--- src/hw/rtl/bbc_pkg.sv ---
// Shared types, codes and decode functions for the bracket balance checker.
package bbc_pkg;

   typedef enum logic [1:0] {
      KIND_ROUND  = 2'd0,
      KIND_SQUARE = 2'd1,
      KIND_CURLY  = 2'd2,
      KIND_NONE   = 2'd3
   } kind_type;

   // verdict codes on the response channel
   localparam logic [1:0] VERDICT_OPEN       = 2'd0;
   localparam logic [1:0] VERDICT_BALANCED   = 2'd1;
   localparam logic [1:0] VERDICT_UNBALANCED = 2'd2;

   localparam logic [7:0] CHAR_OPEN_ROUND   = 8'h28;
   localparam logic [7:0] CHAR_OPEN_SQUARE  = 8'h5B;
   localparam logic [7:0] CHAR_OPEN_CURLY   = 8'h7B;
   localparam logic [7:0] CHAR_CLOSE_ROUND  = 8'h29;
   localparam logic [7:0] CHAR_CLOSE_SQUARE = 8'h5D;
   localparam logic [7:0] CHAR_CLOSE_CURLY  = 8'h7D;

   typedef struct packed {
      logic push;
      logic pop;
   } stack_op_type;

   function automatic kind_type opener_kind(input logic [7:0] c);
      kind_type k;
      case (c)
         CHAR_OPEN_ROUND:  k = KIND_ROUND;
         CHAR_OPEN_SQUARE: k = KIND_SQUARE;
         CHAR_OPEN_CURLY:  k = KIND_CURLY;
         default:          k = KIND_NONE;
      endcase
      return k;
   endfunction

   function automatic kind_type closer_kind(input logic [7:0] c);
      kind_type k;
      case (c)
         CHAR_CLOSE_ROUND:  k = KIND_ROUND;
         CHAR_CLOSE_SQUARE: k = KIND_SQUARE;
         CHAR_CLOSE_CURLY:  k = KIND_CURLY;
         default:           k = KIND_NONE;
      endcase
      return k;
   endfunction

endpackage

--- src/hw/rtl/bbc_channels.sv ---
// Valid/ready channel interfaces for the character and response transactions.
interface bbc_req_if;
   logic       valid;
   logic       ready;
   logic [7:0] char_code;
   logic       is_last;

   modport source (output valid, output char_code, output is_last, input ready);
   modport sink   (input valid, input char_code, input is_last, output ready);
endinterface

interface bbc_rsp_if;
   logic       valid;
   logic       ready;
   logic [1:0] verdict;
   logic [7:0] depth;

   modport source (output valid, output verdict, output depth, input ready);
   modport sink   (input valid, input verdict, input depth, output ready);
endinterface

--- src/hw/rtl/bracket_balance_checker_top.sv ---
// The response is registered and shows on rsp_chan in the cycle after acceptance.
// Throughput: one character per cycle while responses are taken; the stack is a
// shift row of cells, top at cell 0. A new character gets in as the response is taken.
// Reset clears the depth count, the failure flag and the response valid; stack cells
// are not cleared and are only read below the depth count.
module bracket_balance_checker_top import bbc_pkg::*; #(
   parameter int STACK_DEPTH = 128
) (
   input logic       clock,
   input logic       reset,
   bbc_req_if.sink   req_chan,
   bbc_rsp_if.source rsp_chan
);

   localparam int CW = $clog2(STACK_DEPTH + 1);

   logic [CW-1:0] count_ff, count_in;
   logic          failed_ff, failed_in;
   logic          rsp_valid_ff, rsp_valid_in;
   logic [1:0]    rsp_verdict_ff, rsp_verdict_in;
   logic [7:0]    rsp_depth_ff, rsp_depth_in;

   logic          accept;
   kind_type      open_kind;
   kind_type      close_kind;
   kind_type      top_kind;
   stack_op_type  op_next;
   stack_op_type  chain_op;
   logic [CW-1:0] count_next;
   logic          failed_next;
   logic [CW+7:0] depth_wide;

   assign req_chan.ready = !rsp_valid_ff || rsp_chan.ready;
   assign accept         = req_chan.valid && req_chan.ready;

   assign open_kind  = opener_kind(req_chan.char_code);
   assign close_kind = closer_kind(req_chan.char_code);

   bbc_stack_chain #(
      .STACK_DEPTH (STACK_DEPTH)
   ) u_chain (
      .clock     (clock),
      .op        (chain_op),
      .push_kind (open_kind),
      .top_kind  (top_kind)
   );

   // stack step for the offered character
   always_comb begin
      op_next     = '0;
      count_next  = count_ff;
      failed_next = failed_ff;
      if (!failed_ff) begin
         if (open_kind != KIND_NONE) begin
            if (count_ff == CW'(STACK_DEPTH)) begin
               failed_next = 1'b1;
            end else begin
               op_next.push = 1'b1;
               count_next   = count_ff + 1'b1;
            end
         end else if (count_ff == '0) begin
            failed_next = 1'b1;
         end else begin
            op_next.pop = 1'b1;
            count_next  = count_ff - 1'b1;
            if (close_kind != top_kind) begin
               failed_next = 1'b1;
            end
         end
      end
   end

   assign chain_op.push = accept && op_next.push;
   assign chain_op.pop  = accept && op_next.pop;

   assign depth_wide = {8'b0, count_next};

   always_comb begin
      if (req_chan.is_last) begin
         rsp_verdict_in = (!failed_next && count_next == '0) ? VERDICT_BALANCED
                                                              : VERDICT_UNBALANCED;
      end else begin
         rsp_verdict_in = failed_next ? VERDICT_UNBALANCED : VERDICT_OPEN;
      end
      rsp_depth_in = depth_wide[7:0];
   end

   always_comb begin
      count_in     = count_ff;
      failed_in    = failed_ff;
      rsp_valid_in = rsp_valid_ff;
      if (rsp_chan.ready) begin
         rsp_valid_in = 1'b0;
      end
      if (accept) begin
         rsp_valid_in = 1'b1;
         // end of string: start the next one from an empty stack
         count_in     = req_chan.is_last ? '0 : count_next;
         failed_in    = req_chan.is_last ? 1'b0 : failed_next;
      end
   end

   always_ff @(posedge clock) begin
      if (reset) begin
         count_ff     <= '0;
         failed_ff    <= 1'b0;
         rsp_valid_ff <= 1'b0;
      end else begin
         count_ff     <= count_in;
         failed_ff    <= failed_in;
         rsp_valid_ff <= rsp_valid_in;
      end
   end

   always_ff @(posedge clock) begin
      if (accept) begin
         rsp_verdict_ff <= rsp_verdict_in;
         rsp_depth_ff   <= rsp_depth_in;
      end
   end

   assign rsp_chan.valid   = rsp_valid_ff;
   assign rsp_chan.verdict = rsp_verdict_ff;
   assign rsp_chan.depth   = rsp_depth_ff;

   a_count_bound : assert property (@(posedge clock) disable iff (reset)
      count_ff <= CW'(STACK_DEPTH))
      else $error("stack count beyond depth");

   a_fail_sticky : assert property (@(posedge clock) disable iff (reset)
      (accept && failed_ff && !req_chan.is_last) |=> (failed_ff && $stable(count_ff)))
      else $error("failure flag or count moved after failure");

   a_last_clears : assert property (@(posedge clock) disable iff (reset)
      (accept && req_chan.is_last) |=> (count_ff == '0 && !failed_ff))
      else $error("state not cleared after last character");

   a_balanced_empty : assert property (@(posedge clock) disable iff (reset)
      (rsp_valid_ff && rsp_verdict_ff == VERDICT_BALANCED) |-> (rsp_depth_ff == 8'd0))
      else $error("balanced verdict with nonzero depth");

   a_push_counts : assert property (@(posedge clock) disable iff (reset)
      chain_op.push |=> (count_ff == $past(count_ff) + 1'b1 || $past(req_chan.is_last)))
      else $error("push without count increment");

endmodule

--- src/hw/rtl/bbc_stack_cell.sv ---
// One entry of the shift stack: takes its upper neighbor on push, lower on pop.
module bbc_stack_cell import bbc_pkg::*; (
   input  logic         clock,
   input  stack_op_type op,
   input  kind_type     from_above,
   input  kind_type     from_below,
   output kind_type     kind
);

   kind_type kind_ff;
   kind_type kind_in;

   always_comb begin
      kind_in = kind_ff;
      if (op.push) begin
         kind_in = from_above;
      end else if (op.pop) begin
         kind_in = from_below;
      end
   end

   always_ff @(posedge clock) begin
      kind_ff <= kind_in;
   end

   assign kind = kind_ff;

endmodule

--- src/hw/rtl/bbc_stack_chain.sv ---
// Row of stack cells; cell 0 is the top of the stack.
module bbc_stack_chain import bbc_pkg::*; #(
   parameter int STACK_DEPTH = 128
) (
   input  logic         clock,
   input  stack_op_type op,
   input  kind_type     push_kind,
   output kind_type     top_kind
);

   kind_type cell_kind [STACK_DEPTH];

   for (genvar i = 0; i < STACK_DEPTH; i++) begin : g_cell
      kind_type above;
      kind_type below;

      if (i == 0) begin : g_top
         assign above = push_kind;
      end else begin : g_mid
         assign above = cell_kind[i-1];
      end

      // bottom cell refills with a dead entry; it is never read before a push
      if (i == STACK_DEPTH - 1) begin : g_bottom
         assign below = KIND_NONE;
      end else begin : g_inner
         assign below = cell_kind[i+1];
      end

      bbc_stack_cell u_cell (
         .clock      (clock),
         .op         (op),
         .from_above (above),
         .from_below (below),
         .kind       (cell_kind[i])
      );
   end

   assign top_kind = cell_kind[0];

endmodule

--- src/flat_wrapper.sv ---
// flat-port wrapper written by rule: the top's interface ports become plain ports
module bracket_balance_checker_top_flat import bbc_pkg::*;
#(
   parameter int STACK_DEPTH = 128
)
  (clock, reset, req_chan_valid, req_chan_char_code, req_chan_is_last, req_chan_ready, rsp_chan_valid, rsp_chan_verdict, rsp_chan_depth, rsp_chan_ready);
  bbc_req_if req_chan_i ();
  bbc_rsp_if rsp_chan_i ();
  input logic clock;
  input logic reset;
  input wire logic [$bits(req_chan_i.valid)-1:0] req_chan_valid;
  input wire logic [$bits(req_chan_i.char_code)-1:0] req_chan_char_code;
  input wire logic [$bits(req_chan_i.is_last)-1:0] req_chan_is_last;
  output wire logic [$bits(req_chan_i.ready)-1:0] req_chan_ready;
  output wire logic [$bits(rsp_chan_i.valid)-1:0] rsp_chan_valid;
  output wire logic [$bits(rsp_chan_i.verdict)-1:0] rsp_chan_verdict;
  output wire logic [$bits(rsp_chan_i.depth)-1:0] rsp_chan_depth;
  input wire logic [$bits(rsp_chan_i.ready)-1:0] rsp_chan_ready;
  assign req_chan_i.valid = req_chan_valid;
  assign req_chan_i.char_code = req_chan_char_code;
  assign req_chan_i.is_last = req_chan_is_last;
  assign req_chan_ready = req_chan_i.ready;
  assign rsp_chan_valid = rsp_chan_i.valid;
  assign rsp_chan_verdict = rsp_chan_i.verdict;
  assign rsp_chan_depth = rsp_chan_i.depth;
  assign rsp_chan_i.ready = rsp_chan_ready;
  bracket_balance_checker_top #(.STACK_DEPTH(STACK_DEPTH)) u_core (.clock(clock), .reset(reset), .req_chan(req_chan_i), .rsp_chan(rsp_chan_i));
endmodule
--- config.mk ---
export PLATFORM = sky130hd
export DESIGN_NAME = bracket_balance_checker_top_flat
export DESIGN_NICKNAME = d
export VERILOG_FILES = /design/src/hw/rtl/bbc_pkg.sv /design/src/hw/rtl/bbc_channels.sv /design/src/hw/rtl/bracket_balance_checker_top.sv /design/src/hw/rtl/bbc_stack_cell.sv /design/src/hw/rtl/bbc_stack_chain.sv /design/src/flat_wrapper.sv
export SDC_FILE = /design/constraint.sdc
export NUM_CORES = 1
export LEC_CHECK = 0
export ABC_AREA = 1
export ABC_CLOCK_PERIOD_IN_PS = 16460
export BUFFER_PORTS_ARGS = -buffer_cell sky130_fd_sc_hd__buf_4
export CORE_MARGIN = 4
export CORE_UTILIZATION = 60
export CTS_CLUSTER_DIAMETER = 50
export DETAILED_ROUTE_END_ITERATION = 12
export PLACE_DENSITY = 0.88
export SLEW_MARGIN = 10
export SYNTH_ARGS = -nofsm -noshare
export SYNTH_HDL_FRONTEND = slang
export SYNTH_SLANG_ARGS = --single-unit
--- constraint.sdc ---
create_clock -name clock -period 16.46 [get_ports clock]
set_input_delay 0 -clock clock [delete_from_list [all_inputs] [get_ports clock]]
set_output_delay 0 -clock clock [all_outputs]
set_load 0.005 [all_outputs]
# Word level (Yosys, flattened, before mapping)
# Cells that the tools add are included.
# classes
mux	279
reduce_logical	11
addsub	2
eq_ne	9
# ops
operator	count
2-bit 2-to-1 mux	260
8-bit 2-to-1 mux	5
8-bit by 7-bit equality test with 1-bit output (second input constant)	4
8-bit by 6-bit equality test with 1-bit output (second input constant)	2
8-bit logical NOT	2
1-bit 2-to-1 mux	12
2-bit case mux with 3 select lines	2
8-bit by 1-bit adder with 8-bit output (second input constant)	1
8-bit equality test (second input constant)	1
8-bit by 1-bit subtractor with 8-bit output (second input constant)	1
1-bit logical AND	4
2-bit nonzero test	2
1-bit logical NOT	2
2-bit inequality test	1
2-bit inequality test (second input constant)	1
1-bit logical OR	1
# totals
output_inout_bits	12
inputBits	13
register_bits	276
word_cells	434

# Longest topological paths before layout
# logic_depth
word_depth	11
ltp_mapped	14
mapped_depth_nobuf	14

# Modules after synthesis
# A second synthesis with hierarchy kept.
# hier_totals
cells_unflattened	1512
area_unflattened_um2	13556.8
# modules_own_cells
mod	seq_area_each_um2	instances	cells_each	area_each_um2
bbc_stack_cell	60.1	128	10	92.6
bracket_balance_checker_top	500.5	1	231	1701.6
bbc_stack_chain	0.0	1	1	3.8

# Worst setup path after synthesis
# No wires, ideal clock.
# synth_path
path_kind	reg-to-reg
from	register u_core.count_ff[0]
to	register u_core.u_chain.g_cell[0].u_cell.kind_ff[0], enable pin
setup_ps	959
slack_ps	2145
period_less_slack_ps	14315
stages_incl_launch_ff	8
arrival_time_ps	13356
required_time_ps	15501
n_path_buf	0
cell_sequence	dfxtp_1 -> inv_1 -> ha_1 -> nand2_2 -> nor2_1 -> inv_1 -> nand3_1 -> a21oi_1
# synth_between
elab_chain_cells	6
word_cells_on_any_way	10
classes_between	eq/ne (1); mux (5); reduce/logical (4)
# synth_lines
item	line_no	rtl
start, declared	bracket_balance_checker_top.sv:17	logic [CW-1:0] count_ff, count_in;
start signal, assigned	bracket_balance_checker_top.sv:109	count_ff <= count_in;
8-bit equality test / 8-bit logical NOT (equally long branches)	bracket_balance_checker_top.sv:55, bracket_balance_checker_top.sv:61	
1-bit 2-to-1 mux (on tied branches)	bracket_balance_checker_top.sv:55, bracket_balance_checker_top.sv:61	
1-bit 2-to-1 mux	bracket_balance_checker_top.sv:54	if (open_kind != KIND_NONE) begin
2-bit 2-to-1 mux (*)	bracket_balance_checker_top.sv:53	if (!failed_ff) begin
1-bit logical AND (on tied branches)	bracket_balance_checker_top.sv:73, bracket_balance_checker_top.sv:74	
2-bit nonzero test (no line) (*)	--	
end signal, assigned	bbc_stack_cell.sv:23	kind_ff <= kind_in;
end, declared	bbc_stack_cell.sv:10	kind_type kind_ff;
# Every way passes the cells marked *; elsewhere a longest branch is shown, timed or not.
# A chain may end at the register's enable or synchronous reset.

# Final worst setup path
# layout_path
from	input req_chan_char_code[0]
to	register u_core.u_chain.g_cell[89].u_cell.kind_ff[0], data pin
# layout_between
elab_chain_cells	7
word_cells_on_any_way	9
classes_between	eq/ne (4); mux (4); reduce/logical (1)
# layout_lines
item	line_no	rtl
start, declared	flat_wrapper.sv:12	input wire logic [$bits(req_chan_i.char_code)-1:0] req_chan_char_code;
8-bit by 7-bit equality test with 1-bit output / 8-bit by 6-bit equality test with 1-bit output (equally long branches)	bbc_pkg.sv:30	case (c)
2-bit case mux with 3 select lines (*)	bbc_pkg.sv:30	
2-bit inequality test (*)	bracket_balance_checker_top.sv:54	
1-bit 2-to-1 mux (*)	bracket_balance_checker_top.sv:54	
2-bit 2-to-1 mux (*)	bracket_balance_checker_top.sv:53	
1-bit logical AND (*)	bracket_balance_checker_top.sv:73	assign chain_op.push = accept && op_next.push;
2-bit 2-to-1 mux (*)	bbc_stack_cell.sv:15	if (op.push) begin
net u_core.u_chain.g_cell[89].u_cell.kind_in[0]	bbc_stack_cell.sv:11	kind_type kind_in;
end signal, assigned	bbc_stack_cell.sv:23	
end, declared	bbc_stack_cell.sv:10	
# Mark *: on every way through the listed nets, which the timed path passes. The rest lies on a longest branch.

==> results.md <==
- Outcome: finished, final reports clean
- Synthesized Nets: between 700 and 800
- Initial core utilization: between 60% and 70%
- Die area: 0.0247 mm^2
- Worst EP required: between 15 and 20 ns
- IO Port Bufs: 24
- Nature of the critical path startpoint: input port
- Placement Rows: 54
- Total global routing overflow: 0
- Die span in y: 157 um
- Drc violations: 0
- Hold Slack: about 0.027 ns
- CP Data Arrival Time: ~4.2 ns
- Root buf cell: clkbuf_16
- Worst skew pair latency: approximately 0.55 ns
- Vias/cell: between 5 and 6
- Final worst-path cycle share: between 20% and 30%
- ANT cells: 0
- Peak supply drop: ~150 uV
- First-pass GRT wire length: 33,600 um
- Seq. cell area: 0.00819 mm^2
- Vias in the first global route: between 6,000 and 7,000
- CTS tree: done
- Area of the multi-input gates: 0.00453 mm^2
- Setup ws final: between 10 and 15 ns
- Area grow syn2layout: 8.58%
- I/O Pins: 25
- Hold Buf Count CTS: 11
- Largest net degree at the start of global routing: 173
- Total track usage: between 10% and 20%
- Drt first-iter violations: roughly 500
- Max Cap Violations: 0
- Netlist cell types: 32
- Fill cell count: around 1,400
- Cts repair resizes: 0
- Antenna-violating nets left: 0
- Clock Sinks: between 200 and 300
- Sequential share of the synthesized area: between 60% and 70%
- Share of cells above drive strength 1: between 40 and 50%
- Slew Limit Fails: 0
- Syn_area_per_cell: about 17 um^2
- CTS HTree Levels: 1
- Pre-Repair DR Iteration Count: 5
- Worst hold path class: in -> reg
- Synthesized flop and latch total: approximately 280
- Gp weighted congestion: between 0.8 and 0.9
- Most frequent cells in the layout: edfxtp_1, mux2_4, nand2_1, mux2_2, clkbuf_16
- Relative slew slack: a little under a quarter
- Post-CTS Setup Bufs: 0
- Die Wd: around 160 um
- Post-Syn Instances: approximately 760
- Core Box Area: 0.0218 mm^2
- Final clock skew: 0.0102 ns
- Antenna violations before repair: 0
- DRT Wirelength: 20,800 um
- CP Capture Type: flop
- Crit-path max FO: around 60
- Final setup fails: 0
- Final Core Density: 66.3%
- Crit path kind: in -> reg
- Nets: 819
- Pwr Density: roughly 140 mW/mm^2
- Clock Pin Slew Worst Setup and Hold Paths: around 0.060 ns
- DP Wirelength: 11,500 um
- Tightest Pin Transition: 1.15 ns
- Synth Cell Area: 0.0133 mm^2
- Fmax: 0.259 GHz
- Most common cell after layout, fill and taps aside: edfxtp_1
- Setup TNS: 0 ns
- Crit path time final: around 3.9 ns
- Via Count: around 6,200
- Final hold vios: 0
- LEAKAGE: 4.69 nW
- Drt wl/cell: about 19 um
- Dpl ws: approximately 13 ns
- Power, Total: just under 0.002 W
- CTS buffer count: 30
- RSZ-0062 raised after global routing: no
- Clock buffer depth: 3
- Synth warn: 0
report_power, final:
group | switching [W] | leakage [nW] | internal [W]
registers | 0.0000513 | 1.99 | 0.000944
logic | 0.000207 | 2.22 | 0.000131
clock network | 0.000276 | 0.475 | 0.000377
total | 0.000533 | 4.69 | 0.00145
cell families (layout without fill, tap and decap cells):
kind of cell               after synthesis  after routing  share of synthesized area (%)
muxes                                  250            250                           27.1
DFF                                    276            276                           61.5
xor gates and xnor gates                11             11                          0.723
AOI/OAI and AO/OA                       23             23                          0.902
buffers and inverters                   56            120                           4.64
adders and majority gates                3              3                          0.282
and+or+nand+nor                        144            144                           4.88
per-stage QoR:
stage                     std cells  instance area [um^2]
after CTS                      1107                 14500
after global routing           1107                 14500
after detailed placement       1040                 13400
after global placement         1040                 13400
after floorplan                 763                 13300
final                          1107                 14500
registers in the layout (all words and copies together) (netlist names):
name and count:
u_core.rsp_chan.depth 8, u_core.failed_ff 1, u_core.count_ff 8, u_core.rsp_chan.verdict 2, u_core.rsp_chan.valid 1, u_core.u_chain.g_cell.u_cell.kind 256
worst max-delay path, cell delays in order:
cell           delay [ns]
dlygate4sd3_1        0.53
buf_4                0.14
nor2_1               0.11
dlygate4sd3_1        0.58
nand3_2              0.09
nand3_2              0.17
nand3_4              0.19
nor2_8               0.34
buf_4                0.83
buf_4                0.75
mux2_4               0.36
final timing paths:
| path | startpoint | to | slack, ns | cells after the start |
|---|---|---|---|---|
| worst max-delay path | req_chan_char_code[0] | u_core.u_chain.g_cell[89].u_cell.kind[0]$_DFFE_PP_ | 12.60 | 11 |
| worst min-delay path | req_chan_char_code[1] | u_core.u_chain.g_cell[0].u_cell.kind[1]$_DFFE_PP_ | 0.03 | 6 |
| worst max register to register | u_core.count_ff[0]$_SDFFE_PP0P_ | u_core.u_chain.g_cell[89].u_cell.kind[0]$_DFFE_PP_ | 12.74 | 9 |
| worst min register to register | u_core.count_ff[6]$_SDFFE_PP0P_ | u_core.count_ff[6]$_SDFFE_PP0P_ | 0.51 | 2 |
area by class of cell:
| class | count | share of cell area, % |
|---|---|---|
| clock buffer | 35 | 5.47 |
| clock inverter | 21 | 1.20 |
| inverter | 23 | 0.597 |
| multi-input combinational | 431 | 31.3 |
| sequential | 276 | 56.6 |
| tap | 280 | 2.42 |
| timing repair buffer | 41 | 2.40 |
cells in the mapped netlist, drive strengths merged:
library cell	instances	area share, %
o21ai	5	0.19
mux2	250	27
inv	22	0.62
nand2	90	2.6
xor2	11	0.72
nand3b	2	0.11
a21oi	16	0.60
edfxtp	266	60
clkbuf	1	0.028
dfxtp	10	1.5
nor2	27	1.0
or2	2	0.11
clkinv	1	0.028
buf	32	4.0
nand3	21	0.96
o21a	1	0.056
ha	3	0.28
nor3	2	0.11
o21bai	1	0.056
metal layers:
metal | global-route usage, % | wire length [um] | up-vias
li1 | - | - | 2915
met1 | 24.8 | 9850 | 3074
met2 | 26.6 | 9610 | 151
met3 | 2.53 | 817 | 43
met4 | 5.29 | 547 | 0
met5 | 0 | 0 | -
No activity file was read; power rests on OpenSTA's default activity.
